===== config.mk =====
export PLATFORM = sky130hd
export DESIGN_NAME = cartridge_rtc_latch_regs
export DESIGN_NICKNAME = d
export VERILOG_FILES = /design/src/hw/rtl/crtc_latch_pkg.sv /design/src/hw/rtl/cartridge_rtc_latch_regs.sv
export SDC_FILE = /design/constraint.sdc
export NUM_CORES = 1
export LEC_CHECK = 0
export BUFFER_PORTS_ARGS = -buffer_cell sky130_fd_sc_hd__buf_2
export CAP_MARGIN = 20
export CORE_MARGIN = 4
export CORE_UTILIZATION = 25
export DETAILED_ROUTE_END_ITERATION = 6
export MAX_ROUTING_LAYER = met4
export SLEW_MARGIN = 10
export SYNTH_ARGS = -nofsm -noshare
export SYNTH_HDL_FRONTEND = slang
export SYNTH_SLANG_ARGS = --single-unit

===== constraint.sdc =====
create_clock -name i_clk -period 8.39 [get_ports i_clk]
set_input_delay 0 -clock i_clk [delete_from_list [all_inputs] [get_ports i_clk]]
set_output_delay 0 -clock i_clk [all_outputs]
set_load 0.02 [all_outputs]

===== src/hw/rtl/crtc_latch_pkg.sv =====
// Package for the cartridge RTC latch registers: item types and register codes.
package crtc_latch_pkg;

    typedef struct packed {
        logic [1:0] op;
        logic [3:0] reg_req;
        logic [7:0] data;
    } t_in_item;

    typedef struct packed {
        logic [7:0] read_data;
        logic       bad_register;
    } t_out_item;

    // Operation codes
    localparam logic [1:0] OP_TICK  = 2'd0;
    localparam logic [1:0] OP_READ  = 2'd1;
    localparam logic [1:0] OP_WRITE = 2'd2;
    localparam logic [1:0] OP_LATCH = 2'd3;

    // Register select codes
    localparam logic [3:0] REG_SEC     = 4'h8;
    localparam logic [3:0] REG_MIN     = 4'h9;
    localparam logic [3:0] REG_HOUR    = 4'hA;
    localparam logic [3:0] REG_DAY_LO  = 4'hB;
    localparam logic [3:0] REG_CTRL    = 4'hC;

    // Control register bits and time limits
    localparam int HALT_BIT   = 6;
    localparam int DAY8_BIT   = 0;
    localparam int CARRY_BIT  = 7;
    localparam logic [7:0] SEC_LIMIT  = 8'd60;
    localparam logic [7:0] HOUR_LIMIT = 8'd24;
    localparam logic [7:0] LATCH_ARM  = 8'h00;
    localparam logic [7:0] LATCH_FIRE = 8'h01;

    typedef enum logic [1:0] {
        LATCH_IDLE       = 2'd0,
        LATCH_ARMED      = 2'd1,
        LATCH_HELD       = 2'd2,
        LATCH_HELD_ARMED = 2'd3
    } t_latch_phase;

endpackage


===== src/hw/rtl/cartridge_rtc_latch_regs.sv =====
// Top level of the cartridge RTC: live counters, latch sequencer and snapshot registers.
//
// Usage:
//   Input channel (i_in_valid / o_in_stall / i_in) carries one item per
//   access: a one-second tick, a register read, a register write or a
//   latch-area write. Output channel (o_out_valid / i_out_stall / o_out)
//   returns exactly one item for every input item, in order.
//   An accepted item passes the input register, then the result register;
//   o_out_valid rises when the item reaches the result register.
//   Throughput: one item per cycle while the receiver does not stall; the
//   whole update of counters, latch phase and snapshot is one register-to-
//   register pass, with the seconds-to-days carry chain as the longest path.
//   When the receiver stalls, the result register holds its item and the
//   input register still takes one more item; after that o_in_stall rises
//   until the result is taken. State only changes when an item moves from
//   the input register to the result register, so stalls never disturb it.
//   Reset (i_rst_n low, synchronous) clears all counters, runs the clock,
//   drops the latch phase to idle, zeroes the snapshot and empties both
//   registers. Reads return 0 until the first completed latch sequence.
module cartridge_rtc_latch_regs (
    input  logic                     i_clk,
    input  logic                     i_rst_n,
    input  logic                     i_in_valid,
    output logic                     o_in_stall,
    input  crtc_latch_pkg::t_in_item i_in,
    output logic                     o_out_valid,
    input  logic                     i_out_stall,
    output crtc_latch_pkg::t_out_item o_out
);
    import crtc_latch_pkg::*;

    // Input register
    logic     r_in_valid;
    t_in_item r_in;

    // Result register
    logic      r_out_valid;
    t_out_item r_out;
    t_out_item n_out;

    // Live clock
    logic [5:0] r_sec,  n_sec;
    logic [5:0] r_min,  n_min;
    logic [4:0] r_hour, n_hour;
    logic [8:0] r_days, n_days;
    logic       r_ovf,  n_ovf;
    logic       r_halted, n_halted;

    // Latch sequencer and snapshot
    t_latch_phase r_phase, n_phase;
    logic         snap_en;
    logic [7:0]   r_snap [5];
    logic [7:0]   ctrl_byte;

    logic advance;
    logic accept;
    logic reg_ok;

    // Item moves forward when the result slot is free or being emptied
    assign advance     = r_in_valid && (!r_out_valid || !i_out_stall);
    assign o_in_stall  = r_in_valid && !advance;
    assign accept      = i_in_valid && !o_in_stall;
    assign o_out_valid = r_out_valid;
    assign o_out       = r_out;

    assign reg_ok    = r_in.reg_req inside {[REG_SEC:REG_CTRL]};
    assign ctrl_byte = {r_ovf, r_halted, 5'b0, r_days[8]};

    // Latch phase: next state
    always_comb begin
        n_phase = r_phase;
        if (r_in.op == OP_LATCH) begin
            case (r_phase)
                LATCH_IDLE: begin
                    if (r_in.data == LATCH_ARM) n_phase = LATCH_ARMED;
                end
                LATCH_ARMED: begin
                    n_phase = (r_in.data == LATCH_FIRE) ? LATCH_HELD : LATCH_IDLE;
                end
                LATCH_HELD: begin
                    if (r_in.data == LATCH_ARM) n_phase = LATCH_HELD_ARMED;
                end
                LATCH_HELD_ARMED: begin
                    n_phase = LATCH_HELD;
                end
                default: begin
                    n_phase = LATCH_IDLE;
                end
            endcase
        end
    end

    // Latch phase: snapshot strobe
    always_comb begin
        snap_en = 1'b0;
        if (r_in.op == OP_LATCH && r_in.data == LATCH_FIRE) begin
            case (r_phase)
                LATCH_ARMED, LATCH_HELD_ARMED: snap_en = 1'b1;
                default:                       snap_en = 1'b0;
            endcase
        end
    end

    // Live clock update and result
    always_comb begin
        n_sec    = r_sec;
        n_min    = r_min;
        n_hour   = r_hour;
        n_days   = r_days;
        n_ovf    = r_ovf;
        n_halted = r_halted;
        n_out    = '0;

        case (r_in.op)
            OP_TICK: begin
                if (!r_halted) begin
                    // carry ripples only when the lower unit wraps
                    if ({2'b0, r_sec} < SEC_LIMIT - 8'd1) begin
                        n_sec = r_sec + 6'd1;
                    end else begin
                        n_sec = '0;
                        if ({2'b0, r_min} < SEC_LIMIT - 8'd1) begin
                            n_min = r_min + 6'd1;
                        end else begin
                            n_min = '0;
                            if ({3'b0, r_hour} < HOUR_LIMIT - 8'd1) begin
                                n_hour = r_hour + 5'd1;
                            end else begin
                                n_hour = '0;
                                if (&r_days) begin
                                    n_days = '0;
                                    n_ovf  = 1'b1;
                                end else begin
                                    n_days = r_days + 9'd1;
                                end
                            end
                        end
                    end
                end
            end
            OP_READ: begin
                if (!reg_ok) begin
                    n_out.bad_register = 1'b1;
                end else if (r_phase == LATCH_HELD || r_phase == LATCH_HELD_ARMED) begin
                    case (r_in.reg_req)
                        REG_SEC:    n_out.read_data = r_snap[0];
                        REG_MIN:    n_out.read_data = r_snap[1];
                        REG_HOUR:   n_out.read_data = r_snap[2];
                        REG_DAY_LO: n_out.read_data = r_snap[3];
                        default:    n_out.read_data = r_snap[4];
                    endcase
                end
            end
            OP_WRITE: begin
                if (!reg_ok) begin
                    n_out.bad_register = 1'b1;
                end else if (r_in.reg_req == REG_CTRL) begin
                    if (!r_halted) begin
                        n_halted = r_in.data[HALT_BIT];
                    end else if (r_in.data[HALT_BIT]) begin
                        n_days[8] = r_in.data[DAY8_BIT];
                        n_ovf     = r_in.data[CARRY_BIT];
                    end else begin
                        n_halted = 1'b0;
                    end
                end else if (r_halted) begin
                    // time registers only take writes while halted
                    case (r_in.reg_req)
                        REG_SEC:  n_sec  = (r_in.data < SEC_LIMIT)  ? r_in.data[5:0] : '0;
                        REG_MIN:  n_min  = (r_in.data < SEC_LIMIT)  ? r_in.data[5:0] : '0;
                        REG_HOUR: n_hour = (r_in.data < HOUR_LIMIT) ? r_in.data[4:0] : '0;
                        default:  n_days = {r_days[8], r_in.data};
                    endcase
                end
            end
            default: begin
                // latch-area write: handled by the sequencer
            end
        endcase
    end

    always_ff @(posedge i_clk) begin
        if (!i_rst_n) begin
            r_in_valid  <= 1'b0;
            r_out_valid <= 1'b0;
            r_sec       <= '0;
            r_min       <= '0;
            r_hour      <= '0;
            r_days      <= '0;
            r_ovf       <= 1'b0;
            r_halted    <= 1'b0;
            r_phase     <= LATCH_IDLE;
            for (int i = 0; i < 5; i++) r_snap[i] <= '0;
        end else begin
            if (accept) begin
                r_in_valid <= 1'b1;
            end else if (advance) begin
                r_in_valid <= 1'b0;
            end

            if (advance) begin
                r_out_valid <= 1'b1;
            end else if (!i_out_stall) begin
                r_out_valid <= 1'b0;
            end

            if (advance) begin
                r_sec    <= n_sec;
                r_min    <= n_min;
                r_hour   <= n_hour;
                r_days   <= n_days;
                r_ovf    <= n_ovf;
                r_halted <= n_halted;
                r_phase  <= n_phase;
                if (snap_en) begin
                    r_snap[0] <= {2'b0, r_sec};
                    r_snap[1] <= {2'b0, r_min};
                    r_snap[2] <= {3'b0, r_hour};
                    r_snap[3] <= r_days[7:0];
                    r_snap[4] <= ctrl_byte;
                end
            end
        end
    end

    // Payload registers
    always_ff @(posedge i_clk) begin
        if (accept) r_in <= i_in;
        if (advance) r_out <= n_out;
    end

    // Assertions
    a_sec_range: assert property (@(posedge i_clk) disable iff (!i_rst_n)
        {2'b0, r_sec} < SEC_LIMIT && {2'b0, r_min} < SEC_LIMIT)
        else $error("live seconds or minutes out of range");

    a_hour_range: assert property (@(posedge i_clk) disable iff (!i_rst_n)
        {3'b0, r_hour} < HOUR_LIMIT)
        else $error("live hours out of range");

    a_halt_freeze: assert property (@(posedge i_clk) disable iff (!i_rst_n)
        advance && r_halted && r_in.op == OP_TICK |=>
            $stable(r_sec) && $stable(r_min) && $stable(r_hour) && $stable(r_days))
        else $error("tick changed the clock while halted");

    a_bad_zero: assert property (@(posedge i_clk) disable iff (!i_rst_n)
        r_out_valid && r_out.bad_register |-> r_out.read_data == 8'd0)
        else $error("bad register result carries data");

endmodule

==> results of run 1 <==
## synthesized netlist by cell type (4+ instances only)
library cell / count
a21boi_0: 6
a21oi_1: 14
and3_1: 33
clkbuf_1: 18
dfxtp_1: 32
edfxtp_1: 51
ha_1: 9
inv_1: 10
mux2i_1: 15
nand2_1: 36
nand2b_1: 4
nand3_1: 17
nand4_1: 6
nor2_1: 27
nor2b_1: 14
nor3_1: 4
nor3b_1: 5
o21ai_0: 25
o22a_1: 4
o22ai_1: 10
o31ai_1: 6
o32ai_1: 5
## layer usage
| layer | track usage, % | routed length [µm] | share of wire [%] | up-vias |
|---|---|---|---|---|
| li1 | - | - | - | 1527 |
| met1 | 14.3 | 4410 | 44 | 1517 |
| met2 | 17.9 | 4710 | 47 | 86 |
| met3 | 2.79 | 549 | 5.5 | 19 |
| met4 | 5.20 | 248 | 2.5 | 0 |
| met5 | - | 0 | 0 | - |
## critical path, cell delays in order (launching register included)
cell,delay [ps]
edfxtp_1,420
inv_1,110
ha_1,750
nand3b_1,250
a32oi_1,270
nand4_1,560
o211ai_1,360
o21ai_0,110
## kinds of logic after synthesis
| kind of cell | count (synthesis) | synth area share [%] |
|---|---|---|
| mux | 17 | 4.57 |
| xor+xnor | 3 | 0.652 |
| buf+inv | 30 | 3.01 |
| simple gates | 156 | 20.0 |
| fa+ha+maj | 9 | 2.80 |
| flops | 83 | 53.9 |
| compound gates | 91 | 15.0 |
## per-stage QoR
step | instance area, µm² | util, % | hold WS, ps | total power [mW]
after global routing | 4880 | 30.8 | 369 | 0.999
after detailed placement | 4380 | 27.7 | 178 | 0.516
after CTS | 4880 | 30.8 | 351 | 0.974
after floorplan | 4030 | - | 98.9 | 0.496
final | 4880 | 30.8 | 360 | 0.966
after global placement | 4380 | 27.7 | 177 | 0.515
## sequential cells by signal, summed over array words and instances, names as in the netlist
register and count:
r_ovf 1, r_hour 5, r_in 14, r_in_valid 1, r_days 9, r_phase 2, o_out_valid 1, r_snap 28
o_out 9, r_min 6, r_halted 1, r_sec 6
## power by group
part	total [mW]	switching (mW)	leakage, nW	internal, mW
clock network	0.453	0.163	0.163	0.290
registers	0.455	0.0102	0.771	0.444
logic	0.0588	0.0353	0.926	0.0235
## worst paths after layout
kind | startpoint | endpoint | slack [ps] | cells past startpoint
max | r_in[12] | r_days[2] | 5420 | 7
min | i_rst_n | r_days[2] | 360 | 3
max reg2reg | r_in[12] | r_days[2] | 5420 | 7
min reg2reg | r_phase[1] | r_phase[1] | 500 | 1
## layout make-up
cell class / instances / share of cell area, %
Tap cell: 216 / 5.54
Multi-Input combinational cell: 276 / 35.6
Clock inverter: 7 / 2.36
Inverter: 10 / 0.769
Clock buffer: 9 / 4.61
Sequential cell: 83 / 44.5
Timing Repair Buffer: 47 / 6.61
==> run metrics, run 1 <==
Worst VDD drop ~0.091 mV; minimum clock period just under 3000 ps; Final Wtd Congestion around 0.83; area taken by multi-input logic gates approximately 1700 µm²; status finished, final reports clean; crit-path max FO 27; DRT iter0 DRCs 264; clock tree sinks 83; FFs w/ async S/R, synth 0%; area taken by flip-flops and latches 2170 µm²; Synth area leaders edfxtp_1 (38%), dfxtp_1 (16%), and3_1 (5.1%); H-tree depth 3; routed len/inst between 15 and 20 µm; leak pwr around 1.9 nW; EDFF count, synth 51; die width between 100 and 150 µm; Syn Area/Cell between 10 and 15 µm²; Worst Tran Pin Value 985 ps; clk buf depth 2; ys flop type edfxtp_1; fmax roughly 340 MHz; Yosys cell types 51; via count about 3100; setup ws final around 5400 ps; Slew Limit Fails 0; vias in the first global route around 3100; Worst Path Arrival between 3000 and 4000 ps; Worst Path Required 8590 ps; CTS root buffer clkbuf_16; period utilization 35.4%; routed wire length just under 10 mm; share of Yosys cell area claimed by the top area cell type a little under two fifths; Post-CTS Setup Inserts 0; Die Height ~130 µm; Syn-to-layout area delta 21.2%; Tot GR Track Use between 10 and 15%; Post-Syn Area between 4000 and 5000 µm²; Yosys warning count 0; RSZ-0062 raised after global routing no; initial cell density of the core approximately 25%; Final #Nets ~450; kind of critical path reg -> reg; DR pass1 iterations 5; layout cells sized above 1 12.5%; Slew headroom 34.3%; CTS tree done; DRC viols 0; post-route setup TNS 0 ps; most frequent cells in the layout edfxtp_1 (51), nand2_1 (36), and3_1 (33); CP startpoint kind flop; sequential share of the synthesized area between 50% and 60%; clk_skew roughly 8.5 ps; final setup violation count 0; Synth area leader edfxtp_1; Port Buffers 28; max cap viols 0; # hold bufs at CTS 16; Antenna diodes 0; IO Count 29; grt ovf 0; Synth Register Bits between 80 and 90; Core Area about 16000 µm²; initial antenna violation count 0; clock slew seen by the registers of the worst setup and hold paths 60 ps; DP Wirelength between 7 and 8 mm; pre-CTS setup slack roughly 5500 ps; Layout Cells excl Fill ~650; ANT nets after route 0; Worst-Skew Late Latency 340 ps; syn_nets 416; num rows 46; Num CTS Buffers 9; Layout fillers 1601; Power Density slightly below 200 nW/µm²; Hold Path Class in -> reg; die area roughly 18000 µm²; commonest non-fill, non-tap cell in the layout edfxtp_1; Inst Count DP slightly above 600; cts repair resizes 0; Critical Path End Type flop; Via density a little under 5; final hold vios 0; largest net degree at the start of global routing 69; global-route wire length before repair between 15 and 20 mm; Post-Syn Instances roughly 400
(Power assumes the default switching activity.)
==> run 2: changes to the inputs <==
==> constraint.sdc (replaced) <==
create_clock -name i_clk -period 2.6 [get_ports i_clk]
set_input_delay 0 -clock i_clk [delete_from_list [all_inputs] [get_ports i_clk]]
set_output_delay 0 -clock i_clk [all_outputs]
set_load 0.02 [all_outputs]
==> run metrics, run 2 (same netlist as run 1, synthesis figures left out) <==
Slew Limit Fails 0; Hold Path Origin i_rst_n; grt met2 use 18.9%; Inst Count DP 624; Power Density 597 nW/µm²; Worst Path Arrival between 2000 and 3000 ps; clock slew seen by the registers of the worst setup and hold paths around 60 ps; clk buf depth 2; clk_skew between 6 and 7 ps; Worst-Skew Late Latency about 330 ps; DRC viols 0; RSZ-0062 raised after global routing no; clock share of power between 40% and 50%; H-tree depth 3; max cap viols 0; sw frac roughly 23%; fmax 418 MHz; global-route wire length before repair ~16 mm; GRT busiest layer met2; via count between 3000 and 4000; Final #Nets around 460; final setup violation count 0; Hold Path Cell Cnt 3; Via density approximately 4.8; layout cells sized above 1 13.9%; DRT iter0 DRCs 210; Post-CTS Setup Inserts 0; most frequent cells in the layout edfxtp_1 (51), nand2_1 (36), and3_1 (33); Num CTS Buffers 9; crit-path max FO 7; Antenna diodes 0; Critical Path End Type flop; CTS root buffer clkbuf_16; Port Buffers 28; Top Registers r_snap (28), r_in (14); status finished, final reports clean; commonest non-fill, non-tap cell in the layout edfxtp_1; sequential share of power 49.9%; die width 135 µm; Int Power 2.26 mW; routed wire length approximately 10 mm; post-route setup TNS 0 ps; met1 Usage GRT between 10 and 15%; grt ovf 0; Die Height roughly 130 µm; initial antenna violation count 0; Comb pwr share ~7%; minimum clock period between 2000 and 2500 ps; Hold Path Class in -> reg; worst reg2reg path depth 7; area taken by flip-flops and latches 2170 µm²; CP startpoint kind flop; met3 Use GR under 10%; kind of critical path reg -> reg; Critical R2R Capture r_ovf; Syn-to-layout area delta 21.5%; die area around 18000 µm²; Final Wtd Congestion between 0.8 and 0.9; ANT nets after route 0; final hold vios 0; clock tree sinks just over 80; pre-CTS setup slack ~260 ps; DR pass1 iterations 4; Worst Path Required about 2800 ps; WHS Endpoint r_sec[0]; Tot GR Track Use 11.7%; DP Wirelength around 7.3 mm; CTS tree done; largest net degree at the start of global routing 31; reg2reg start r_in[12]; leak pwr around 1.9 nW; final hold slack ~180 ps; setup ws final between 200 and 250 ps; Worst VDD drop 0.247 mV; Core Area ~16000 µm²; Layout Cells excl Fill between 600 and 700; area taken by multi-input logic gates roughly 1700 µm²; Worst Tran Pin Value about 560 ps; period utilization around 92%; Layout fillers around 1600; Slew headroom approximately 62%; vias in the first global route 3074; reg-to-reg slack, setup slightly above 200 ps; P_sw around 0.66 mW; routed len/inst 15.2 µm; IO Count 29; most flop-heavy register r_snap; initial cell density of the core roughly a quarter; num rows 46; Largest register FFs 28
==> run 2: metrics by stage <==
| stage | total power [mW] | area, µm² | util, % |
|---|---|---|---|
| 6_report | 2.92 | 4890 | 30.9 |
| 3_3_place_gp | 1.67 | 4440 | 28.1 |
| 3_5_place_dp | 1.67 | 4440 | 28.1 |
| 5_1_grt | 3.04 | 4890 | 30.9 |
| 4_1_cts | 2.95 | 4890 | 30.9 |
| 2_1_floorplan | 1.60 | 4030 | - |
==> run 2: critical path: stages, from the launching register on <==
cell and delay, ps:
edfxtp_1 430, inv_1 120, ha_1 310, or3b_1 420, a32oi_1 200, nand4_1 180
or4_1 430, and3_1 180
==> run 2: worst max path at each step <==
| stage | end | from | slack (ps) | cells after the start |
|---|---|---|---|---|
| 3_5_place_dp | r_ovf | r_in[12] | 260 | 7 |
| 3_3_place_gp | r_ovf | r_in[12] | 370 | 7 |
| 4_1_cts | r_ovf | r_in[12] | 240 | 7 |
| 6_report | r_ovf | r_in[12] | 210 | 7 |
| 2_1_floorplan | r_snap[0][0] | o_out_valid | 290 | 4 |
| 5_1_grt | r_ovf | r_in[13] | 40 | 7 |
==> run 2: area by class of cell <==
cell class                 count  area share (%)
clock buffer                  10            4.68
clock inverter                 6            1.33
inverter                      10           0.767
multi-input combinational    276            35.5
sequential                    83            44.4
tap                          216            5.52
timing repair buffer          55            7.82
==> run 2: per-layer routing <==
layer  up-vias  share of wire (%)
li1       1545                  -
met1      1529                 44
met2        86                 50
met3         5                5.8
met4         0               0.63
met5         -                  0
==> run 2: timing repair <==
item | 4_1_cts | 5_1_grt
resized for setup | 0 | 0
endpoints found under the hold margin | 16 | 0
endpoints found under the setup margin | 0 | 0
hold buffers | 16 | 0
==> run 2: power by group through the flow <==
stage | combinational, mW | sequential [mW] | clock (mW)
after global placement | 0.180 | 1.49 | 0
after CTS | 0.202 | 1.46 | 1.29
after global routing | 0.221 | 1.46 | 1.36
final | 0.201 | 1.46 | 1.26
after detailed placement | 0.182 | 1.49 | 0
after floorplan | 0.113 | 1.49 | 0
